### config.mk
export PLATFORM = sky130hd
export DESIGN_NAME = coprocessor_control_registers_unit
export DESIGN_NICKNAME = d
export VERILOG_FILES = /design/src/hw/rtl/ccr_pkg.sv /design/src/hw/rtl/ccr_regs.sv /design/src/hw/rtl/coprocessor_control_registers_unit.sv
export SDC_FILE = /design/constraint.sdc
export NUM_CORES = 1
export LEC_CHECK = 0
export ABC_AREA = 0
export BUFFER_PORTS_ARGS = -buffer_cell sky130_fd_sc_hd__buf_2
export CORE_MARGIN = 8
export CORE_UTILIZATION = 49
export DETAILED_ROUTE_END_ITERATION = 16
export MAX_ROUTING_LAYER = met4
export PLACE_DENSITY = 0.81
export SLEW_MARGIN = 5
export SYNTH_ARGS = -nofsm -noshare
export SYNTH_HDL_FRONTEND = slang
export SYNTH_HIERARCHICAL = 1
export SYNTH_SLANG_ARGS = --single-unit
### constraint.sdc
create_clock -name i_clk -period 14.6 [get_ports i_clk]
set_input_delay 4.38 -clock i_clk [delete_from_list [all_inputs] [get_ports i_clk]]
set_output_delay 4.38 -clock i_clk [all_outputs]
set_load 0.01 [all_outputs]
### src/hw/rtl/ccr_pkg.sv
// shared types and constants of the coprocessor control register block
// beat structs, register map, status bit layout and the clear/set pair helper
// no dependencies
package ccr_pkg;

    localparam int ADDR_W = 18;
    localparam int DATA_W = 32;

    // access kind
    localparam logic FUNC_READ  = 1'b0;
    localparam logic FUNC_WRITE = 1'b1;

    // dma start command codes
    localparam logic [1:0] DMA_NONE     = 2'd0;
    localparam logic [1:0] DMA_TO_LOCAL = 2'd1;
    localparam logic [1:0] DMA_TO_MAIN  = 2'd2;

    // register map, word index within the block
    typedef enum logic [2:0] {
        REG_LOCAL_ADDR = 3'd0,
        REG_MAIN_ADDR  = 3'd1,
        REG_IN_LENGTH  = 3'd2,
        REG_OUT_LENGTH = 3'd3,
        REG_STATUS     = 3'd4,
        REG_DMA_FULL   = 3'd5,
        REG_DMA_BUSY   = 3'd6,
        REG_SEMAPHORE  = 3'd7
    } t_ccr_reg;

    // status write layout
    localparam int SW_HALT_CLR   = 0;
    localparam int SW_HALT_SET   = 1;
    localparam int SW_BROKEN_CLR = 2;
    localparam int SW_IRQ_LOWER  = 3;
    localparam int SW_IRQ_RAISE  = 4;
    localparam int SW_STEP_CLR   = 5;
    localparam int SW_STEP_SET   = 6;
    localparam int SW_BIRQ_CLR   = 7;
    localparam int SW_BIRQ_SET   = 8;
    localparam int SW_SIG_BASE   = 9;
    localparam int NUM_SIGNALS   = 8;

    typedef struct packed {
        logic              func;
        logic [ADDR_W-1:0] address;
        logic [DATA_W-1:0] write_data;
        logic              dma_busy;
        logic              dma_full;
        logic              io_full;
        logic              break_set;
    } t_ccr_in;

    typedef struct packed {
        logic [DATA_W-1:0] read_data;
        logic [1:0]        dma_start;
        logic              dma_local_select;
        logic [11:0]       dma_local_address;
        logic [23:0]       dma_main_address;
        logic [12:0]       dma_line_bytes;
        logic [8:0]        dma_line_count;
        logic [11:0]       dma_line_skip;
        logic              irq_raise;
        logic              irq_lower;
        logic              halted_now;
        logic              single_step_now;
    } t_ccr_out;

    // clear/set pair, set wins
    function automatic logic pair_update(input logic cur, input logic clr, input logic set);
        logic res;
        res = cur;
        if (clr) res = 1'b0;
        if (set) res = 1'b1;
        return res;
    endfunction

endpackage

### src/hw/rtl/ccr_regs.sv
// register file and access decode of the coprocessor control register block
// computes one result beat from the staged access and updates state on fire
// depends on ccr_pkg
module ccr_regs
    import ccr_pkg::*;
(
    input  logic     i_clk,
    input  logic     i_rst_n,
    input  logic     i_fire,
    input  t_ccr_in  i_item,
    output t_ccr_out o_result
);

    logic [11:0] r_local_addr, n_local_addr;
    logic        r_local_sel, n_local_sel;
    logic [23:0] r_main_addr, n_main_addr;
    logic [31:0] r_in_len, n_in_len;
    logic [31:0] r_out_len, n_out_len;
    logic        r_halted, n_halted;
    logic        r_broken, n_broken;
    logic        r_step, n_step;
    logic        r_birq_en, n_birq_en;
    logic [NUM_SIGNALS-1:0] r_signals, n_signals;
    logic        r_sema, n_sema;

    logic        known;
    t_ccr_reg    sel;
    logic [31:0] d;
    logic [31:0] rd;
    logic [1:0]  start;
    logic        raise, lower;
    logic        broken_pre;

    assign known = (i_item.address[ADDR_W-1:5] == '0);
    assign sel   = t_ccr_reg'(i_item.address[4:2]);
    assign d     = i_item.write_data;
    // break event lands before the access
    assign broken_pre = r_broken | i_item.break_set;

    always_comb begin
        n_local_addr = r_local_addr;
        n_local_sel  = r_local_sel;
        n_main_addr  = r_main_addr;
        n_in_len     = r_in_len;
        n_out_len    = r_out_len;
        n_halted     = r_halted;
        n_broken     = broken_pre;
        n_step       = r_step;
        n_birq_en    = r_birq_en;
        n_signals    = r_signals;
        n_sema       = r_sema;
        rd           = '0;
        start        = DMA_NONE;
        raise        = 1'b0;
        lower        = 1'b0;

        if (known) begin
            if (i_item.func == FUNC_READ) begin
                case (sel)
                    REG_LOCAL_ADDR: rd = {19'd0, r_local_sel, r_local_addr};
                    REG_MAIN_ADDR:  rd = {8'd0, r_main_addr};
                    REG_IN_LENGTH:  rd = r_in_len;
                    REG_OUT_LENGTH: rd = r_out_len;
                    REG_STATUS: begin
                        rd = {17'd0, r_signals, r_birq_en, r_step, i_item.io_full,
                              i_item.dma_full, i_item.dma_busy, broken_pre, r_halted};
                    end
                    REG_DMA_FULL:   rd = {31'd0, i_item.dma_full};
                    REG_DMA_BUSY:   rd = {31'd0, i_item.dma_busy};
                    REG_SEMAPHORE: begin
                        rd     = {31'd0, r_sema};
                        n_sema = 1'b1;
                    end
                    default:        rd = '0;
                endcase
            end else begin
                case (sel)
                    REG_LOCAL_ADDR: begin
                        n_local_addr = d[11:0];
                        n_local_sel  = d[12];
                    end
                    REG_MAIN_ADDR:  n_main_addr = d[23:0];
                    REG_IN_LENGTH: begin
                        n_in_len = d;
                        start    = DMA_TO_LOCAL;
                    end
                    REG_OUT_LENGTH: begin
                        n_out_len = d;
                        start     = DMA_TO_MAIN;
                    end
                    REG_STATUS: begin
                        n_halted = pair_update(r_halted, d[SW_HALT_CLR], d[SW_HALT_SET]);
                        if (d[SW_BROKEN_CLR]) n_broken = 1'b0;
                        raise    = d[SW_IRQ_RAISE];
                        lower    = d[SW_IRQ_LOWER] & ~d[SW_IRQ_RAISE];
                        n_step   = pair_update(r_step, d[SW_STEP_CLR], d[SW_STEP_SET]);
                        n_birq_en = pair_update(r_birq_en, d[SW_BIRQ_CLR], d[SW_BIRQ_SET]);
                        for (int i = 0; i < NUM_SIGNALS; i++) begin
                            n_signals[i] = pair_update(r_signals[i],
                                                       d[SW_SIG_BASE + 2*i],
                                                       d[SW_SIG_BASE + 2*i + 1]);
                        end
                    end
                    REG_SEMAPHORE: begin
                        if (!d[0]) n_sema = 1'b0;
                    end
                    default: ;
                endcase
            end
        end
    end

    always_comb begin
        o_result                 = '0;
        o_result.read_data       = rd;
        o_result.dma_start       = start;
        o_result.irq_raise       = raise;
        o_result.irq_lower       = lower;
        o_result.halted_now      = n_halted;
        o_result.single_step_now = n_step;
        if (start != DMA_NONE) begin
            o_result.dma_local_select  = r_local_sel;
            o_result.dma_local_address = {r_local_addr[11:3], 3'b000};
            o_result.dma_main_address  = {r_main_addr[23:3], 3'b000};
            o_result.dma_line_bytes    = {1'b0, d[11:3], 3'b111} + 13'd1;
            o_result.dma_line_count    = {1'b0, d[19:12]} + 9'd1;
            o_result.dma_line_skip     = d[31:20];
        end
    end

    always_ff @(posedge i_clk) begin
        if (!i_rst_n) begin
            r_local_addr <= '0;
            r_local_sel  <= 1'b0;
            r_main_addr  <= '0;
            r_in_len     <= '0;
            r_out_len    <= '0;
            r_halted     <= 1'b1;
            r_broken     <= 1'b0;
            r_step       <= 1'b0;
            r_birq_en    <= 1'b0;
            r_signals    <= '0;
            r_sema       <= 1'b0;
        end else if (i_fire) begin
            r_local_addr <= n_local_addr;
            r_local_sel  <= n_local_sel;
            r_main_addr  <= n_main_addr;
            r_in_len     <= n_in_len;
            r_out_len    <= n_out_len;
            r_halted     <= n_halted;
            r_broken     <= n_broken;
            r_step       <= n_step;
            r_birq_en    <= n_birq_en;
            r_signals    <= n_signals;
            r_sema       <= n_sema;
        end
    end

endmodule

### src/hw/rtl/coprocessor_control_registers_unit.sv
// coprocessor control register block: input register then result register, one access
// per cycle sustained unless the result channel stalls; the input register feeds the
// decode in ccr_regs; result register holds the answer while the next access is staged.
// synchronous active-low reset clears both stage valids and loads register reset
// values (halted set, everything else zero); no clearing pass, ready right after reset
// depends on ccr_pkg and ccr_regs
module coprocessor_control_registers_unit
    import ccr_pkg::*;
(
    input  logic     i_clk,
    input  logic     i_rst_n,
    // access channel
    input  logic     i_in_valid,
    output logic     o_in_stall,
    input  t_ccr_in  i_in_data,
    // result channel
    output logic     o_out_valid,
    input  logic     i_out_stall,
    output t_ccr_out o_out_data
);

    // stage 1: staged access
    logic     r_in_valid;
    t_ccr_in  r_in;
    // stage 2: result beat
    logic     r_out_valid;
    t_ccr_out r_out;

    logic     out_free;
    logic     fire;
    logic     in_take;
    t_ccr_out result;

    // result register can load when empty or being drained this cycle
    assign out_free = !r_out_valid || !i_out_stall;
    // staged access executes and commits its state update
    assign fire     = r_in_valid && out_free;
    // stage 1 refills whenever it is empty or its beat moves on
    assign o_in_stall = r_in_valid && !out_free;
    assign in_take    = i_in_valid && !o_in_stall;

    ccr_regs u_regs (
        .i_clk    (i_clk),
        .i_rst_n  (i_rst_n),
        .i_fire   (fire),
        .i_item   (r_in),
        .o_result (result)
    );

    always_ff @(posedge i_clk) begin
        if (!i_rst_n) begin
            r_in_valid  <= 1'b0;
            r_out_valid <= 1'b0;
        end else begin
            if (in_take) begin
                r_in_valid <= 1'b1;
            end else if (fire) begin
                r_in_valid <= 1'b0;
            end
            if (fire) begin
                r_out_valid <= 1'b1;
            end else if (!i_out_stall) begin
                r_out_valid <= 1'b0;
            end
        end
    end

    // payload registers, no reset needed
    always_ff @(posedge i_clk) begin
        if (in_take) begin
            r_in <= i_in_data;
        end
        if (fire) begin
            r_out <= result;
        end
    end

    assign o_out_valid = r_out_valid;
    assign o_out_data  = r_out;

endmodule

==> results of run 1 <==
[flip-flops by register name, summed over array words and instances, names as in the netlist]
register,flops
u_regs/r_out_len,32
r_in,53
u_regs/r_sema,1
u_regs/r_main_addr,24
u_regs/r_local_addr,12
u_regs/r_broken,1
o_out_valid,1
u_regs/r_birq_en,1
u_regs/r_halted,1
u_regs/r_step,1
u_regs/r_in_len,32
o_out_data,109
u_regs/r_signals,8
u_regs/r_local_sel,1
r_in_valid,1
[critical path, cell delays in order]
cell	delay (ps)
sky130_fd_sc_hd__buf_2	130
sky130_fd_sc_hd__and3_4	220
sky130_fd_sc_hd__buf_2	130
[metrics by stage]
stage	area [sq um]	util, %	power [mW]	hold slack, ps	setup slack, ps
detailed placement	12200	54.0	0.962	443	5350
finish	13200	58.6	1.73	458	5360
CTS	13200	58.6	1.74	457	5350
global placement	12200	54.0	0.960	438	5370
global route	13200	58.6	1.78	467	5340
floorplan	11200	-	0.929	431	353
[power groups by stage]
stage | clock [mW] | sequential (mW) | combinational [mW]
floorplan | 0 | 0.893 | 0.0363
global placement | 0 | 0.883 | 0.0771
detailed placement | 0 | 0.883 | 0.0788
CTS | 0.796 | 0.867 | 0.0789
global route | 0.826 | 0.869 | 0.0844
finish | 0.781 | 0.866 | 0.0779
[area by class of cell]
class                      count  share of cell area [%]
inverter                       3                  0.0852
sequential                   278                    54.4
clock inverter                14                    1.52
timing repair buffer         183                    7.25
clock buffer                  38                    6.29
tap                          285                    2.70
multi-input combinational    533                    27.8
[worst max path at each step]
stage          depth (start not counted)                   to
4_1_cts                                3           o_in_stall
6_report                               3           o_in_stall
2_1_floorplan                          7  u_regs/r_in_len[10]
5_1_grt                                3           o_in_stall
3_5_place_dp                           3           o_in_stall
3_3_place_gp                           3           o_in_stall
[per-layer routing]
layer	wire length (um)	part of all wire (%)	global-route usage (%)	up-vias
met5	0	0	-	-
met4	687	2.6	5.55	0
met3	1530	5.8	3.64	62
met2	12900	49	31.4	263
met1	11000	42	22.5	3542
li1	-	-	-	3436
==> results_tabular.tex, run 1 <==
\begin{tabular}{lr}
\hline
Metric & Value \\
\hline
\multicolumn{2}{l}{\textbf{GRT}} \\
All-Layer GR Usage & a little under a fifth \\
Largest net degree at the start of global routing & 77 \\
Antenna violations before repair & 0 \\
Total gr overflow & 0 \\
First-pass GRT wire length & roughly 40 mm \\
Vias in the first global route & $\sim$7.6k \\
\multicolumn{2}{l}{\textbf{Cells and area}} \\
Layout Nets & $\sim$1.1k \\
Most frequent cells in the layout & 166 x sky130\_fd\_sc\_hd\_\_buf\_2, 162 x sky130\_fd\_sc\_hd\_\_edfxtp\_1, 143 x sky130\_fd\_sc\_hd\_\_nand2\_1, 116 x sky130\_fd\_sc\_hd\_\_dfxtp\_1, 111 x sky130\_fd\_sc\_hd\_\_mux2i\_1 \\
Footprint of the multi-input gates & approximately 3700 sq um \\
Area delta synth->final & 17.9\% \\
Layout cells sized above 1 & about a quarter \\
Sequential Area & slightly above 7000 sq um \\
Ant diodes & 0 \\
Non-filler instance count after layout & about 1.3k \\
Commonest non-fill, non-tap cell in the layout & sky130\_fd\_sc\_hd\_\_buf\_2 \\
Fill cells & about 1.8k \\
\multicolumn{2}{l}{\textbf{Hold path}} \\
Sink of the worst hold path & u\_regs/r\_out\_len[11] \\
Hold Crit Start & u\_regs/r\_out\_len[11] \\
Hold Path Depth & 2 \\
HP Class & reg -> reg \\
\multicolumn{2}{l}{\textbf{Drt}} \\
Total vias in the final route & between 7k and 8k \\
Final wirelength & 26.2 mm \\
First-pass detailed-route iteration total & 6 \\
Number of nets with antenna violations after detailed routing & 0 \\
Via density per instance & between 5 and 6 \\
DRC viols & 0 \\
DR WL/cell & roughly 20 um \\
DRC violation total after the first TritonRoute iteration & around 520 \\
\multicolumn{2}{l}{\textbf{Floorplanning}} \\
Chip height & 167 um \\
Top Ports & 170 \\
Core Area & 22600 sq um \\
Row count & between 50 and 60 \\
Horiz. Die Dim & between 150 and 200 um \\
Overall die area & between 20000 and 30000 sq um \\
Starting utilization of the core area & about half \\
\multicolumn{2}{l}{\textbf{Pwr}} \\
Power per unit of standard cell area & 131 nW/um\^{}2 \\
Net Sw Frac & a little over a fifth \\
Sequential share of power & 50.2\% \\
P\_int & between 1 and 1.5 mW \\
Net load switching power & 0.360 mW \\
Largest voltage drop on the vdd net & 0.000120 V \\
Combinational fraction of design power & 4.5\% \\
Clock network power share & 45.3\% \\
Lkg Pwr & about 4.8 nW \\
\multicolumn{2}{l}{\textbf{Place}} \\
Inst Count DP & between 1k and 1.5k \\
Post-detail-place hpwl & around 17 mm \\
GPL Wtd Cong & between 0.7 and 0.8 \\
Buffers on Ports & roughly 170 \\
\multicolumn{2}{l}{\textbf{Clock network}} \\
\# resized after CTS & 0 \\
Clk sinks & 278 \\
Total CTS buffers & 28 \\
Count of buffers added by post-CTS timing repair for setup & 0 \\
Maximum number of buffers from clock root to sink & 3 \\
Clk root buf & sky130\_fd\_sc\_hd\_\_clkbuf\_16 \\
Hold-fix buffer count after cts & 0 \\
Worst-skew pair later-pin latency & between 500 and 600 ps \\
TritonCTS clock tree & done \\
Number of H-tree levels & 1 \\
Clock-pin transition on the worst setup and hold timing paths & $\sim$60 ps \\
\multicolumn{2}{l}{\textbf{Worst setup path}} \\
Arrival time of the worst setup path & between 4000 and 5000 ps \\
Worst Path Required & $\sim$10000 ps \\
Kind of critical path & in -> out \\
Count of cells along the worst register-to-register path & 7 \\
R2r startpoint & r\_in\_valid \\
Internal reg-to-reg setup slack & 10960 ps \\
Critical Path Source & i\_out\_stall \\
Kind of launch point of the worst setup path & primary input \\
Type of element capturing the critical path & output port \\
Max FO, Critical Path & 3 \\
Endpoint of the lowest-slack register-to-register path & u\_regs/r\_out\_len[27] \\
\multicolumn{2}{l}{\textbf{Timing}} \\
Slew Limit Fails & 0 \\
Final Hold Vio Count & 0 \\
Transition time of the tightest slew-check pin & about 1100 ps \\
Number of setup violations in the final report & 0 \\
Unrepaired setup endpoints after global routing & false \\
Final TNS setup & 0 ps \\
Top achievable clock speed & 108 MHz \\
Worst clock skew & roughly 11 ps \\
Final Cycle Share & 63.3\% \\
Minimum period implied by the final worst setup slack & around 9200 ps \\
Rel. slew slack & about a quarter \\
\multicolumn{2}{l}{\textbf{Yosys}} \\
Yosys synthesis warning count & 6 \\
Netlist area before placement & approximately 11000 sq um \\
Mean post-synth cell area & approximately 13 sq um \\
Post-synthesis instance total & $\sim$880 \\
\multicolumn{2}{l}{\textbf{Job}} \\
Max Cap Viol & 0 \\
\multicolumn{2}{l}{\textbf{Outcome}} \\
Result of the run & completed \\
\hline
\end{tabular}
Power figures use the tool's default switching activity.
==> run 2: changes to the inputs <==
--- a/config.mk
+++ b/config.mk
@@ -5,7 +5,7 @@
 export SDC_FILE = /design/constraint.sdc
 export NUM_CORES = 1
 export LEC_CHECK = 0
-export ABC_AREA = 0
+export ABC_AREA = 1
 export BUFFER_PORTS_ARGS = -buffer_cell sky130_fd_sc_hd__buf_2
 export CORE_MARGIN = 8
 export CORE_UTILIZATION = 49
==> constraint.sdc (replaced) <==
create_clock -name i_clk -period 7.9 [get_ports i_clk]
set_input_delay 2.37 -clock i_clk [delete_from_list [all_inputs] [get_ports i_clk]]
set_output_delay 2.37 -clock i_clk [all_outputs]
set_load 0.01 [all_outputs]
==> run 2 against run 1 <==
Sequential share of layout area rose by 0.50 points. Clock power is 68% higher. Global-route usage is 0.62 points lower. Sequential power rose by 84%. Critical path depth is 1 higher. Largest cell class unchanged. Critical path type unchanged. Highest routed layer unchanged. Worst hold slack better by 19 ps. First-iteration DRC count up 38%. Largest power group unchanged. Final area fell by 0.91%.
==> results_tabular.tex, run 2 <==
\begin{tabular}{lr}
\hline
Metric & Value \\
\hline
\multicolumn{2}{l}{\textbf{Outcome}} \\
Result of the run & completed \\
\multicolumn{2}{l}{\textbf{Place}} \\
GPL Wtd Cong & 0.783 (+3.5\%) \\
Inst Count DP & 1629 (+27\%) \\
Buffers on Ports & 167 (unchanged) \\
Pre-CTS setup slack & 2710 ps (-2640 ps) \\
Post-detail-place hpwl & 16.9 mm (+0.36\%) \\
\multicolumn{2}{l}{\textbf{Timing}} \\
Top achievable clock speed & roughly 190 MHz \\
Final TNS setup & 0 ps (unchanged) \\
Minimum period implied by the final worst setup slack & $\sim$5200 ps \\
Fin Hold WS & 478 ps (+19.5 ps) \\
Final Hold Vio Count & 0 (unchanged) \\
Rel. slew slack & 22.1\% (-2.5 points) \\
Worst clock skew & 24.0 ps (+13.2 ps) \\
Transition time of the tightest slew-check pin & 1170 ps (+38.1 ps) \\
Unrepaired setup endpoints after global routing & false \\
Number of setup violations in the final report & 0 (unchanged) \\
Slew Limit Fails & 0 (unchanged) \\
Final Cycle Share & roughly two thirds \\
Final Worst Setup Slack & 2710 ps (-2640 ps) \\
\multicolumn{2}{l}{\textbf{Drt}} \\
Final wirelength & 25.6 mm (-2.3\%) \\
DRC viols & 0 (unchanged) \\
Total vias in the final route & 8307 (+14\%) \\
Via density per instance & 4.93 (-9.9\%) \\
DRC violation total after the first TritonRoute iteration & 709 (+38\%) \\
Number of nets with antenna violations after detailed routing & 0 (unchanged) \\
DR WL/cell & 15.2 um (-23\%) \\
First-pass detailed-route iteration total & 5 (-1) \\
\multicolumn{2}{l}{\textbf{Worst setup path}} \\
Largest incremental delay on the critical path & 140 ps (-80 ps) \\
Critical-path top delay cell & sky130\_fd\_sc\_hd\_\_buf\_2 \\
Cell type group with the largest total delay on the critical path & buffers and inverters \\
Cell mode on critical path & sky130\_fd\_sc\_hd\_\_buf\_2 \\
Max FO, Critical Path & 3 (unchanged) \\
Type of element capturing the critical path & output port \\
Critical Path Source & i\_out\_stall \\
Kind of critical path & in -> out \\
Arrival time of the worst setup path & 2820 ps (-2040 ps) \\
Crit-path cells & buf\_2, nand3\_2, inv\_1, buf\_2 \\
Kind of launch point of the worst setup path & primary input \\
Worst Path Required & 5530 ps (-4690 ps) \\
Sum of buffers and inverters on the critical path & 3 (+1) \\
R2r startpoint & r\_in\_valid \\
\multicolumn{2}{l}{\textbf{Hold path}} \\
Hold Crit Start & u\_regs/r\_sema \\
HP Class & reg -> reg \\
\multicolumn{2}{l}{\textbf{Floorplanning}} \\
Top Ports & 170 (unchanged) \\
Row count & 55 (unchanged) \\
Core Area & 22600 sq um (unchanged) \\
Chip height & 167 um (about the same) \\
Overall die area & 28000 sq um (about the same) \\
Horiz. Die Dim & 167 um (about the same) \\
Starting utilization of the core area & 49.7\% (about the same) \\
\multicolumn{2}{l}{\textbf{GRT}} \\
Largest net degree at the start of global routing & 114 (+48\%) \\
Antenna violations before repair & 1 (+1) \\
All-Layer GR Usage & 18.0\% (-0.62 points) \\
First-pass GRT wire length & 40.6 mm (-1.3\%) \\
Vias in the first global route & 7839 (+3.0\%) \\
Total gr overflow & 0 (unchanged) \\
\multicolumn{2}{l}{\textbf{Cells and area}} \\
Commonest non-fill, non-tap cell in the layout & sky130\_fd\_sc\_hd\_\_nand2\_1 \\
Non-filler instance count after layout & 1684 (+26\%) \\
Most frequent cells in the layout & 327 x sky130\_fd\_sc\_hd\_\_nand2\_1, 319 x sky130\_fd\_sc\_hd\_\_nor2\_1, 166 x sky130\_fd\_sc\_hd\_\_buf\_2, 162 x sky130\_fd\_sc\_hd\_\_edfxtp\_1, 116 x sky130\_fd\_sc\_hd\_\_dfxtp\_1 \\
Layout cells sized above 1 & 16.9\% (-7.7 points) \\
Layout Nets & 1437 (+32\%) \\
Area delta synth->final & 16.8\% \\
Number of flip-flops under the largest register name & 109 (unchanged) \\
\multicolumn{2}{l}{\textbf{Yosys}} \\
Mean post-synth cell area & 9.12 sq um (-29\%) \\
Post-synthesis instance total & 1230 (+40\%) \\
Yosys synthesis warning count & 6 (unchanged) \\
Netlist area before placement & 11200 sq um (about the same) \\
\multicolumn{2}{l}{\textbf{Pwr}} \\
Lkg Pwr & 5.28 nW (+9.2\%) \\
Largest voltage drop on the vdd net & 0.000222 V (+85\%) \\
Power per unit of standard cell area & 232 nW/um\^{}2 (+78\%) \\
Tot Pwr & 3.04 mW (+76\%) \\
\multicolumn{2}{l}{\textbf{Clock network}} \\
Number of H-tree levels & 1 (unchanged) \\
Count of buffers added by post-CTS timing repair for setup & 0 (unchanged) \\
Clock-pin transition on the worst setup and hold timing paths & 60 ps (about the same) \\
Hold-fix buffer count after cts & 0 (unchanged) \\
Total CTS buffers & 29 (+3.6\%) \\
Clk sinks & 278 (unchanged) \\
TritonCTS clock tree & done \\
Clk root buf & sky130\_fd\_sc\_hd\_\_clkbuf\_16 \\
Worst-skew pair later-pin latency & 550 ps (about the same) \\
\# resized after CTS & 0 (unchanged) \\
Maximum number of buffers from clock root to sink & 3 (unchanged) \\
\multicolumn{2}{l}{\textbf{Job}} \\
Max Cap Viol & 0 (unchanged) \\
\hline
\end{tabular}
[run 2: worst paths after layout]
path	end	slack [ps]	cells past startpoint
setup / recovery	o_in_stall	2710	4
hold / removal	u_regs/r_sema	480	2
hold reg to reg	u_regs/r_sema	480	2
setup reg to reg	u_regs/r_main_addr[18]	5200	9
[run 2: report_power, final]
group | internal (mW) | leakage [nW] | switching [mW]
sequential | 1.57 | 2.53 | 0.0175
combinational | 0.0405 | 2.29 | 0.0973
clock | 0.777 | 0.466 | 0.535
total | 2.39 | 5.28 | 0.650
[run 2: worst min-delay path, stage by stage, from the launching register on]
cell                      delay [ps]
sky130_fd_sc_hd__dfxtp_1         310
sky130_fd_sc_hd__nand2_1          70
sky130_fd_sc_hd__a21oi_1          50
[run 2: per-layer routing]
layer | track usage, % | vias to the layer above | wire (um)
li1 | - | 4181 | -
met1 | 25.7 | 3773 | 12600
met2 | 26.0 | 306 | 10700
met3 | 3.08 | 47 | 1710
met4 | 5.40 | 0 | 535
met5 | - | - | 0
[run 2: layout make-up]
cell class | count | area [sq um]
flip-flops and latches | 278 | 7190
diodes | 1 | 2.50
repair buffers | 173 | 883
clock buffers | 48 | 903
fillers | 1982 | 9470
well taps | 285 | 357
clock inverters | 6 | 36.3
multi-input cells | 797 | 3370
inverters | 96 | 360
[run 2: through the flow]
| stage | util [%] | cell area (sq um) |
|---|---|---|
| 2_1_floorplan | - | 11200 |
| 3_3_place_gp | 53.9 | 12200 |
| 3_5_place_dp | 53.9 | 12200 |
| 4_1_cts | 58.0 | 13100 |
| 5_1_grt | 58.0 | 13100 |
| 6_report | 58.0 | 13100 |
